--- config.mk ---
export PLATFORM = sky130hd
export DESIGN_NAME = pot_to_attenuation_ramp_top_flat
export DESIGN_NICKNAME = d
export VERILOG_FILES = /design/src/rtl/pta_pkg.sv /design/src/rtl/pta_ifs.sv /design/src/rtl/pta_front.sv /design/src/rtl/pta_queue.sv /design/src/rtl/pta_back.sv /design/src/rtl/pot_to_attenuation_ramp_top.sv /design/src/flat_wrapper.sv
export VERILOG_INCLUDE_DIRS = /design/src /design/src/rtl
export SDC_FILE = /design/constraint.sdc
export NUM_CORES = 1
export LEC_CHECK = 0
export BUFFER_PORTS_ARGS = -buffer_cell sky130_fd_sc_hd__clkbuf_2
export CAP_MARGIN = 25
export CORE_MARGIN = 1.5
export CORE_UTILIZATION = 30
export CTS_CLUSTER_DIAMETER = 60
export CTS_CLUSTER_SIZE = 14
export DETAILED_ROUTE_END_ITERATION = 8
export SLEW_MARGIN = 20
export SYNTH_ARGS = -nofsm -noshare
export SYNTH_HDL_FRONTEND = slang
export SYNTH_HIERARCHICAL = 1
export SYNTH_SLANG_ARGS = --single-unit
--- constraint.sdc ---
create_clock -name clock -period 6 [get_ports clock]
set_clock_uncertainty 0.1 [all_clocks]
set_input_delay 0.3 -clock clock [delete_from_list [all_inputs] [get_ports clock]]
set_output_delay 0.3 -clock clock [all_outputs]
set_load 0.005 [all_outputs]
--- src/rtl/pot_to_attenuation_ramp_top_macros.svh ---
// Assertion macros used by the back end (pta_back) of the attenuation ramp RTL.
`ifndef POT_TO_ATTENUATION_RAMP_TOP_MACROS_SVH
`define POT_TO_ATTENUATION_RAMP_TOP_MACROS_SVH

// Same-cycle implication, disabled during reset.
`define PTA_ASSERT_NOW(label, clk, rst, ante, cons, msg) \
   label: assert property (@(posedge clk) disable iff (rst) (ante) |-> (cons)) else $error(msg);

// Next-cycle implication, disabled during reset.
`define PTA_ASSERT_NEXT(label, clk, rst, ante, cons, msg) \
   label: assert property (@(posedge clk) disable iff (rst) (ante) |=> (cons)) else $error(msg);

`endif

--- src/rtl/pta_pkg.sv ---
// Types, constants and the target mapping of the attenuation ramp.
package pta_pkg;

   localparam logic [7:0] NO_POT_THRESHOLD = 8'hE0;
   localparam logic [7:0] FULL_SCALE       = 8'hFF;
   localparam logic [6:0] QUOTIENT_CAP     = 7'd80;
   localparam logic [6:0] MAX_ATTEN        = 7'd64;
   localparam logic [7:0] RECIP_THREE      = 8'd171;
   localparam logic [3:0] DIV_LAST_STEP    = 4'd15;

   typedef enum logic [1:0] {
      F_IDLE,
      F_DIV,
      F_PUSH
   } front_state_type;

   typedef enum logic {
      B_IDLE,
      B_RAMP
   } back_state_type;

   typedef struct packed {
      logic       valid;
      logic [6:0] target;
   } tgt_beat_type;

   function automatic logic [6:0] target_of(input logic [15:0] quot, input logic reverse);
      logic [7:0]  lin;
      logic [15:0] prod;
      logic [6:0]  q;
      logic [6:0]  t;
      lin = (quot[15:8] != 8'd0) ? FULL_SCALE : quot[7:0];
      if (!reverse) begin
         lin = FULL_SCALE - lin;
      end
      prod = {8'd0, lin} * {8'd0, RECIP_THREE};
      q = prod[15:9];
      if (q > QUOTIENT_CAP) begin
         q = QUOTIENT_CAP;
      end
      t = QUOTIENT_CAP - q;
      if (t > MAX_ATTEN) begin
         t = MAX_ATTEN;
      end
      return t;
   endfunction

endpackage

--- src/rtl/pta_ifs.sv ---
// Channel interfaces of the attenuation ramp: sample, step and register write.
interface pta_req_if;
   logic       valid;
   logic       ready;
   logic [7:0] pot_sample;
   modport source (output valid, output pot_sample, input ready);
   modport sink (input valid, input pot_sample, output ready);
endinterface

interface pta_rsp_if;
   logic       valid;
   logic       ready;
   logic [6:0] attenuation_db;
   logic       last_step;
   modport source (output valid, output attenuation_db, output last_step, input ready);
   modport sink (input valid, input attenuation_db, input last_step, output ready);
endinterface

interface pta_csr_if;
   logic valid;
   logic ready;
   logic reverse_direction;
   modport source (output valid, output reverse_direction, input ready);
   modport sink (input valid, input reverse_direction, output ready);
endinterface

--- src/rtl/pta_front.sv ---
// Front end: accepts pot samples, runs the linearizing division and forms the target.
module pta_front (
   input  logic                  clock,
   input  logic                  reset,
   pta_req_if.sink               req,
   pta_csr_if.sink               csr,
   output pta_pkg::tgt_beat_type push,
   input  logic                  push_ready
);

   pta_pkg::front_state_type state_ff, state_in;
   logic [15:0] dvd_ff, dvd_in;
   logic [7:0]  rem_ff, rem_in;
   logic [7:0]  den_ff, den_in;
   logic [3:0]  cnt_ff, cnt_in;
   logic        nopot_ff, nopot_in;
   logic        reverse_ff, reverse_in;
   logic        accept;
   logic [8:0]  rem_sh;
   logic [9:0]  diff;
   logic        fits;

   assign accept = req.valid && req.ready;
   assign rem_sh = {rem_ff, dvd_ff[15]};
   assign diff   = {1'b0, rem_sh} - {2'b00, den_ff};
   assign fits   = !diff[9];

   always_comb begin
      state_in = state_ff;
      case (state_ff)
         pta_pkg::F_IDLE: begin
            if (accept) begin
               state_in = (req.pot_sample > pta_pkg::NO_POT_THRESHOLD) ?
                          pta_pkg::F_PUSH : pta_pkg::F_DIV;
            end
         end
         pta_pkg::F_DIV: begin
            if (cnt_ff == 4'd0) begin
               state_in = pta_pkg::F_PUSH;
            end
         end
         pta_pkg::F_PUSH: begin
            if (push_ready) begin
               state_in = pta_pkg::F_IDLE;
            end
         end
         default: state_in = pta_pkg::F_IDLE;
      endcase
   end

   always_comb begin
      req.ready   = (state_ff == pta_pkg::F_IDLE);
      csr.ready   = 1'b1;
      push.valid  = (state_ff == pta_pkg::F_PUSH);
      push.target = nopot_ff ? 7'd0 : pta_pkg::target_of(dvd_ff, reverse_ff);
   end

   always_comb begin
      dvd_in     = dvd_ff;
      rem_in     = rem_ff;
      den_in     = den_ff;
      cnt_in     = cnt_ff;
      nopot_in   = nopot_ff;
      reverse_in = reverse_ff;
      if (csr.valid && csr.ready) begin
         reverse_in = csr.reverse_direction;
      end
      if (accept) begin
         dvd_in   = {req.pot_sample, 8'h00} - {8'h00, req.pot_sample};
         den_in   = pta_pkg::FULL_SCALE - req.pot_sample;
         rem_in   = 8'd0;
         cnt_in   = pta_pkg::DIV_LAST_STEP;
         nopot_in = (req.pot_sample > pta_pkg::NO_POT_THRESHOLD);
      end else if (state_ff == pta_pkg::F_DIV) begin
         dvd_in = {dvd_ff[14:0], fits};
         rem_in = fits ? diff[7:0] : rem_sh[7:0];
         cnt_in = cnt_ff - 4'd1;
      end
   end

   always_ff @(posedge clock) begin
      if (reset) begin
         state_ff   <= pta_pkg::F_IDLE;
         reverse_ff <= 1'b0;
      end else begin
         state_ff   <= state_in;
         reverse_ff <= reverse_in;
      end
      dvd_ff   <= dvd_in;
      rem_ff   <= rem_in;
      den_ff   <= den_in;
      cnt_ff   <= cnt_in;
      nopot_ff <= nopot_in;
   end

endmodule

--- src/rtl/pta_queue.sv ---
// Short target queue between the front end and the ramp stepper.
module pta_queue #(
   parameter int DEPTH = 2
) (
   input  logic                  clock,
   input  logic                  reset,
   input  pta_pkg::tgt_beat_type push,
   output logic                  push_ready,
   output pta_pkg::tgt_beat_type pop,
   input  logic                  pop_ready
);

   localparam int PTR_W = (DEPTH > 1) ? $clog2(DEPTH) : 1;
   localparam int CNT_W = $clog2(DEPTH + 1);

   logic [6:0]       mem_ff [DEPTH];
   logic [PTR_W-1:0] wr_ptr_ff, wr_ptr_in;
   logic [PTR_W-1:0] rd_ptr_ff, rd_ptr_in;
   logic [CNT_W-1:0] count_ff, count_in;
   logic             do_push;
   logic             do_pop;

   assign push_ready = (count_ff != CNT_W'(DEPTH));
   assign pop.valid  = (count_ff != '0);
   assign pop.target = mem_ff[rd_ptr_ff];
   assign do_push    = push.valid && push_ready;
   assign do_pop     = pop.valid && pop_ready;

   always_comb begin
      wr_ptr_in = wr_ptr_ff;
      rd_ptr_in = rd_ptr_ff;
      count_in  = count_ff;
      if (do_push) begin
         wr_ptr_in = (wr_ptr_ff == PTR_W'(DEPTH - 1)) ? '0 : wr_ptr_ff + PTR_W'(1);
      end
      if (do_pop) begin
         rd_ptr_in = (rd_ptr_ff == PTR_W'(DEPTH - 1)) ? '0 : rd_ptr_ff + PTR_W'(1);
      end
      if (do_push && !do_pop) begin
         count_in = count_ff + CNT_W'(1);
      end else if (do_pop && !do_push) begin
         count_in = count_ff - CNT_W'(1);
      end
   end

   always_ff @(posedge clock) begin
      if (reset) begin
         wr_ptr_ff <= '0;
         rd_ptr_ff <= '0;
         count_ff  <= '0;
      end else begin
         wr_ptr_ff <= wr_ptr_in;
         rd_ptr_ff <= rd_ptr_in;
         count_ff  <= count_in;
      end
      if (do_push) begin
         mem_ff[wr_ptr_ff] <= push.target;
      end
   end

endmodule

--- src/rtl/pta_back.sv ---
// Back end: ramps the stored attenuation to each target one dB per beat.
`include "pot_to_attenuation_ramp_top_macros.svh"

module pta_back (
   input  logic                  clock,
   input  logic                  reset,
   input  pta_pkg::tgt_beat_type pop,
   output logic                  pop_ready,
   pta_rsp_if.source             rsp
);

   pta_pkg::back_state_type state_ff, state_in;
   logic [6:0] current_ff, current_in;
   logic [6:0] target_ff, target_in;
   logic       rsp_valid_ff, rsp_valid_in;
   logic [6:0] atten_ff, atten_in;
   logic       last_ff, last_in;
   logic       out_free;
   logic       step_fire;
   logic       do_pop;
   logic [6:0] step;

   assign out_free = !rsp_valid_ff || rsp.ready;
   assign do_pop   = pop.valid && pop_ready;
   assign step     = (current_ff < target_ff) ? current_ff + 7'd1 : current_ff - 7'd1;

   always_comb begin
      state_in = state_ff;
      case (state_ff)
         pta_pkg::B_IDLE: begin
            if (do_pop && (pop.target != current_ff)) begin
               state_in = pta_pkg::B_RAMP;
            end
         end
         pta_pkg::B_RAMP: begin
            if (step_fire && (step == target_ff)) begin
               state_in = pta_pkg::B_IDLE;
            end
         end
         default: state_in = pta_pkg::B_IDLE;
      endcase
   end

   always_comb begin
      pop_ready          = (state_ff == pta_pkg::B_IDLE);
      step_fire          = (state_ff == pta_pkg::B_RAMP) && out_free;
      rsp.valid          = rsp_valid_ff;
      rsp.attenuation_db = atten_ff;
      rsp.last_step      = last_ff;
   end

   always_comb begin
      current_in   = current_ff;
      target_in    = target_ff;
      atten_in     = atten_ff;
      last_in      = last_ff;
      rsp_valid_in = rsp_valid_ff && !rsp.ready;
      if (do_pop) begin
         target_in = pop.target;
      end
      if (step_fire) begin
         current_in   = step;
         atten_in     = step;
         last_in      = (step == target_ff);
         rsp_valid_in = 1'b1;
      end
   end

   always_ff @(posedge clock) begin
      if (reset) begin
         state_ff     <= pta_pkg::B_IDLE;
         current_ff   <= 7'd0;
         rsp_valid_ff <= 1'b0;
      end else begin
         state_ff     <= state_in;
         current_ff   <= current_in;
         rsp_valid_ff <= rsp_valid_in;
      end
      target_ff <= target_in;
      atten_ff  <= atten_in;
      last_ff   <= last_in;
   end

   `PTA_ASSERT_NOW(a_ramp_not_done, clock, reset, state_ff == pta_pkg::B_RAMP, current_ff != target_ff, "ramp state with attenuation already at target")
   `PTA_ASSERT_NOW(a_beat_in_range, clock, reset, rsp_valid_ff, atten_ff <= pta_pkg::MAX_ATTEN, "step beyond the attenuation range")
   `PTA_ASSERT_NEXT(a_unit_step, clock, reset, step_fire, (current_ff == $past(current_ff) + 7'd1) || (current_ff == $past(current_ff) - 7'd1), "ramp moved by other than one dB")

endmodule

--- src/rtl/pot_to_attenuation_ramp_top.sv ---
// Top level of the pot-to-attenuation ramp block.
//
// req_chan carries one pot_sample per beat; rsp_chan returns the ramp of
// attenuation_db beats, one dB apart, with last_step set on the beat that
// reaches the new target; csr_chan writes reverse_direction and is always ready.
// A sample above 0xE0 targets 0 dB. A target equal to the stored attenuation
// gives no beats.
// The front end takes a sample when idle and runs a bit-serial division, then
// holds the target until a queue of QUEUE_DEPTH entries takes it.
// A sample above 0xE0 skips the division and goes straight to the queue.
// The back end pops a target when idle and emits one step per cycle while the
// output register is free, and pops the next target only after the ramp ends.
// The front end works on the next sample while the back end ramps.
// Reset sets the stored attenuation to 0 dB, clears reverse_direction and
// empties the queue. When the receiver stalls, the current step holds in the
// output register, the ramp pauses, and the queue and then req_chan back up.
module pot_to_attenuation_ramp_top #(
   parameter int QUEUE_DEPTH = 2
) (
   input logic        clock,
   input logic        reset,
   pta_req_if.sink    req_chan,
   pta_rsp_if.source  rsp_chan,
   pta_csr_if.sink    csr_chan
);

   pta_pkg::tgt_beat_type push;
   pta_pkg::tgt_beat_type pop;
   logic                  push_ready;
   logic                  pop_ready;

   pta_front u_front (
      .clock      (clock),
      .reset      (reset),
      .req        (req_chan),
      .csr        (csr_chan),
      .push       (push),
      .push_ready (push_ready)
   );

   pta_queue #(
      .DEPTH (QUEUE_DEPTH)
   ) u_queue (
      .clock      (clock),
      .reset      (reset),
      .push       (push),
      .push_ready (push_ready),
      .pop        (pop),
      .pop_ready  (pop_ready)
   );

   pta_back u_back (
      .clock     (clock),
      .reset     (reset),
      .pop       (pop),
      .pop_ready (pop_ready),
      .rsp       (rsp_chan)
   );

endmodule
--- src/flat_wrapper.sv ---
// flat-port wrapper written by rule: the top's interface ports become plain ports
module pot_to_attenuation_ramp_top_flat 
#(
   parameter int QUEUE_DEPTH = 2
)
  (clock, reset, req_chan_valid, req_chan_pot_sample, req_chan_ready, rsp_chan_valid, rsp_chan_attenuation_db, rsp_chan_last_step, rsp_chan_ready, csr_chan_valid, csr_chan_reverse_direction, csr_chan_ready);
  pta_req_if req_chan_i ();
  pta_rsp_if rsp_chan_i ();
  pta_csr_if csr_chan_i ();
  input logic clock;
  input logic reset;
  input wire logic [$bits(req_chan_i.valid)-1:0] req_chan_valid;
  input wire logic [$bits(req_chan_i.pot_sample)-1:0] req_chan_pot_sample;
  output wire logic [$bits(req_chan_i.ready)-1:0] req_chan_ready;
  output wire logic [$bits(rsp_chan_i.valid)-1:0] rsp_chan_valid;
  output wire logic [$bits(rsp_chan_i.attenuation_db)-1:0] rsp_chan_attenuation_db;
  output wire logic [$bits(rsp_chan_i.last_step)-1:0] rsp_chan_last_step;
  input wire logic [$bits(rsp_chan_i.ready)-1:0] rsp_chan_ready;
  input wire logic [$bits(csr_chan_i.valid)-1:0] csr_chan_valid;
  input wire logic [$bits(csr_chan_i.reverse_direction)-1:0] csr_chan_reverse_direction;
  output wire logic [$bits(csr_chan_i.ready)-1:0] csr_chan_ready;
  assign req_chan_i.valid = req_chan_valid;
  assign req_chan_i.pot_sample = req_chan_pot_sample;
  assign req_chan_ready = req_chan_i.ready;
  assign rsp_chan_valid = rsp_chan_i.valid;
  assign rsp_chan_attenuation_db = rsp_chan_i.attenuation_db;
  assign rsp_chan_last_step = rsp_chan_i.last_step;
  assign rsp_chan_i.ready = rsp_chan_ready;
  assign csr_chan_i.valid = csr_chan_valid;
  assign csr_chan_i.reverse_direction = csr_chan_reverse_direction;
  assign csr_chan_ready = csr_chan_i.ready;
  pot_to_attenuation_ramp_top #(.QUEUE_DEPTH(QUEUE_DEPTH)) u_core (.clock(clock), .reset(reset), .req_chan(req_chan_i), .rsp_chan(rsp_chan_i), .csr_chan(csr_chan_i));
endmodule
==> flow_metrics.tcl <==
set metrics [dict create \
    clockBufferDepth 2 \
    core_um2 19600 \
    setup.worst_path.start_class "flip-flop" \
    min_path_cells 4 \
    synth_seq_cells 83 \
    crit_end "u_core/u_queue/mem_ff[1][5]$_DFFE_PP_" \
    crit_type "reg -> reg" \
    die_w_um 145 \
    ios 25 \
    grt_pass1_vias 4084 \
    htreeDepth 3 \
    antennaDiodeCount 0 \
    path_depth 23 \
    place.gp.congestion 0.867 \
    regToRegSetupSlack_ns 0.25 \
    ys_warn_count 6 \
    nets 764 \
    clkTransAtPathRegs_ns 0.06 \
    ctsHoldBuffers 0 \
    worst-path-buf-inv 3 \
    hold_slack_ns 0.177 \
    placementRows 51 \
    grt_max_degree 37 \
    drt_iter0_markers 165 \
    max_cap_viol_count 0 \
    cts_root_buf "clkbuf_16" \
    r2r_cells 23 \
    cp_slowest_cell "fa_1" \
    syn-instance-count 622 \
    fillers 2008 \
    vias 4420 \
    drive_gt1_frac 0.175 \
    power.total_mw 2.16 \
    viasPerCell 4.70 \
    crit_family "compound AO/OA/AOI/OAI gates" \
    min_period_ns 5.75 \
    hpwlAfterDp_um 9260 \
    numCtsBuffers 9 \
    max_stage_delay_ns 0.55 \
    dieArea_um2 20900 \
    clock-sinks 83 \
    critPathCaptureType "flip-flop" \
    startpoint "u_core/u_front/dvd_ff[14]$_DFFE_PP_" \
    grt_pass1_wl_um 19200 \
    clock_latency_ns 0.34 \
    crit_chain "nor4_4 > nand2_2 > nor2_1 > xor2_1 > buf_4 > ha_1 > inv_1 > fa_1 > fa_1 > inv_1 > ha_1 > a21oi_1 > o221ai_2 > a221oi_2 > nand2_1 > o2111a_1 > a211o_4 > nand2_4 > ha_4 > a21oi_1 > o32a_1 > nand2b_4 > nor3_2" \
    slew_viol_final 0 \
    tightest_slew_ns 0.718 \
    crit_arrival_ns 5.72 \
    start_util 0.308 \
    hold_viol 0 \
    fmax_mhz 174 \
    synth.avg_cell_area_um2 9.69 \
    die_y_um 145 \
    wl_per_cell_um 12.6 \
    antenna_found_initial 0 \
    synth_nets 715 \
    grt.total_usage 0.116 \
    synth_edf_count 54 \
    grt-ovfl-total 0 \
    cts_tree "done" \
    fin_util 0.363 \
    firstDrtPassIters 4 \
    antenna_left 0 \
    synth-main-ff-cell "edfxtp_1" \
    required_ns 5.97 \
    reg2reg_from "u_core/u_front/dvd_ff[14]$_DFFE_PP_" \
    cellPowerDensity_nw_per_um2 304 \
    max_slew_margin 0.517 \
    setup_viol 0 \
    timing.rr.end "u_core/u_queue/mem_ff[1][5]$_DFFE_PP_" \
    postSynth.asyncResetShare 0 \
    port_buffers 23 \
    p_leak_nw 3.12 \
    syn_to_final_growth_pct 18.0 \
    synthesis.area_um2 6030 \
    peakVddDrop_mv 0.151 \
    wl_um 11900 \
    hp-class "in -> reg" \
    status "finished clean" \
    drc 0 \
    post-route-period-util 0.959 \
    ys_seq_area_frac 0.365 \
    path_max_fanout 6 \
    synth_cell_type_count 72 \
]
[stage by stage]
stage | std cells | area [um^2] | setup slack, ns | TNS [ns]
after floorplan | 622 | 6050 | 0.0302 | 0
after global placement | 915 | 6580 | 0.0357 | 0
after detailed placement | 915 | 6580 | -0.121 | -0.835
after CTS | 932 | 6870 | 0.0116 | 0
after global routing | 941 | 7110 | -0.104 | -0.897
final | 941 | 7110 | 0.249 | 0
[Yosys cell counts, types with 4 or more instances]
master	number	area, um^2
fa_1	14	280
dfxtp_1	29	581
nand4_1	15	93.8
nand2_1	58	218
nor2b_1	6	37.5
clkbuf_1	10	37.5
ha_1	65	813
o21ai_0	25	125
mux2i_1	4	40.0
mux2_2	7	78.8
nor3_1	7	35.0
a21oi_1	40	200
nand3_1	10	50.1
nor4_1	4	25.0
edfxtp_1	54	1620
o211ai_1	7	52.6
xor2_1	26	228
nand2b_1	8	50.1
xnor2_1	26	228
inv_1	84	315
and2_1	4	25.0
nor2_1	41	154
nand3b_1	5	37.5
and3_1	4	25.0
[layout make-up]
cell class / instances / area [um^2] / area share
timing repair buffer: 54 / 359 / 0.0505
multi-input combinational: 437 / 3610 / 0.508
tap: 265 / 332 / 0.0466
clock inverter: 3 / 20.0 / 0.00282
clock buffer: 13 / 262 / 0.0368
inverter: 86 / 323 / 0.0454
sequential: 83 / 2200 / 0.310
[placed cells by master (no fill, tap or decap), drive strengths merged, types with 4 or more instances in the layout]
cell    instances
inv            85
ha             65
nand2          58
edfxtp         54
a21oi          41
nor2           41
clkbuf         37
buf            30
dfxtp          29
xnor2          26
xor2           26
o21ai          26
nand4          15
fa             14
nand3          10
nand2b         10
o211ai          8
mux2            8
nor3            7
nor2b           7
nor4            7
nand3b          5
mux2i           5
and2            4
and3            4
clkinv          4
o311ai          4
[worst min path at each step]
stage | slack (ns) | start | end
after global routing | 0.20 | csr_chan_reverse_direction | u_core/u_front/reverse_ff$_SDFFE_PP0P_
after floorplan | 0.27 | reset | u_core/u_queue/count_ff[1]$_SDFFE_PP0P_
after detailed placement | 0.38 | u_core/u_front/cnt_ff[3]$_SDFFE_PP1P_ | u_core/u_front/cnt_ff[3]$_SDFFE_PP1P_
final | 0.18 | rsp_chan_ready | u_core/u_back/rsp.valid$_SDFF_PP0_
after CTS | 0.18 | rsp_chan_ready | u_core/u_back/rsp.valid$_SDFF_PP0_
after global placement | 0.38 | u_core/u_front/cnt_ff[3]$_SDFFE_PP1P_ | u_core/u_front/cnt_ff[3]$_SDFFE_PP1P_
[logic make-up after synthesis]
family / Yosys count / share of synthesized area
other cells: 1 / 0.000622
fa+ha+maj: 79 / 0.181
compound gates: 110 / 0.121
flops: 83 / 0.365
buf+inv: 102 / 0.0660
mux: 13 / 0.0260
simple gates: 180 / 0.156
xor+xnor: 54 / 0.0831
[power by group]
part / leakage [nW] / internal (mW) / total (mW) / switching [mW]
sequential: 0.752 / 0.754 / 0.841 / 0.0872
clock: 0.139 / 0.306 / 0.522 / 0.216
combinational: 2.23 / 0.356 / 0.797 / 0.441
[timing repair]
item | CTS | global route
hold endpoints to repair | 0 | 0
gates resized for setup | 2 | 29
endpoints found under the setup margin | 10 | 14
pin swaps | 0 | 14
setup buffers | 1 | 7
[registers in the layout, summed over array words and instances (netlist names), named ones only]
register                          count
u_core/u_front/dvd_ff                16
u_core/u_queue/mem_ff                14
u_core/u_front/den_ff                 8
u_core/u_front/rem_ff                 8
u_core/u_back/current_ff              7
u_core/u_back/rsp.attenuation_db      7
u_core/u_back/target_ff               7
u_core/u_front/cnt_ff                 4
u_core/u_front/state_ff               2
u_core/u_queue/count_ff               2
u_core/u_back/rsp.last_step           1
u_core/u_back/rsp.valid               1
u_core/u_back/state_ff                1
u_core/u_front/nopot_ff               1
u_core/u_front/reverse_ff             1
u_core/u_queue/rd_ptr_ff              1
u_core/u_queue/wr_ptr_ff              1
[metal layers]
layer | track usage | up-vias | routed length, um
met2 | 0.197 | 74 | 5710
met5 | 0 | - | 0
li1 | - | 2264 | -
met3 | 0.0247 | 11 | 409
met4 | 0.0319 | 0 | 159
met1 | 0.148 | 2071 | 5610
[worst register-to-register path, stage by stage, from the launching register on]
cell,delay [ns]
edfxtp_1,0.43
nor4_4,0.33
nand2_2,0.17
nor2_1,0.15
xor2_1,0.26
buf_4,0.20
ha_1,0.23
inv_1,0.07
fa_1,0.43
fa_1,0.55
inv_1,0.04
ha_1,0.31
a21oi_1,0.26
o221ai_2,0.18
a221oi_2,0.25
nand2_1,0.13
o2111a_1,0.15
a211o_4,0.34
nand2_4,0.08
ha_4,0.15
a21oi_1,0.08
o32a_1,0.42
nand2b_4,0.11
nor3_2,0.05
Power figures use the tool's default switching activity.
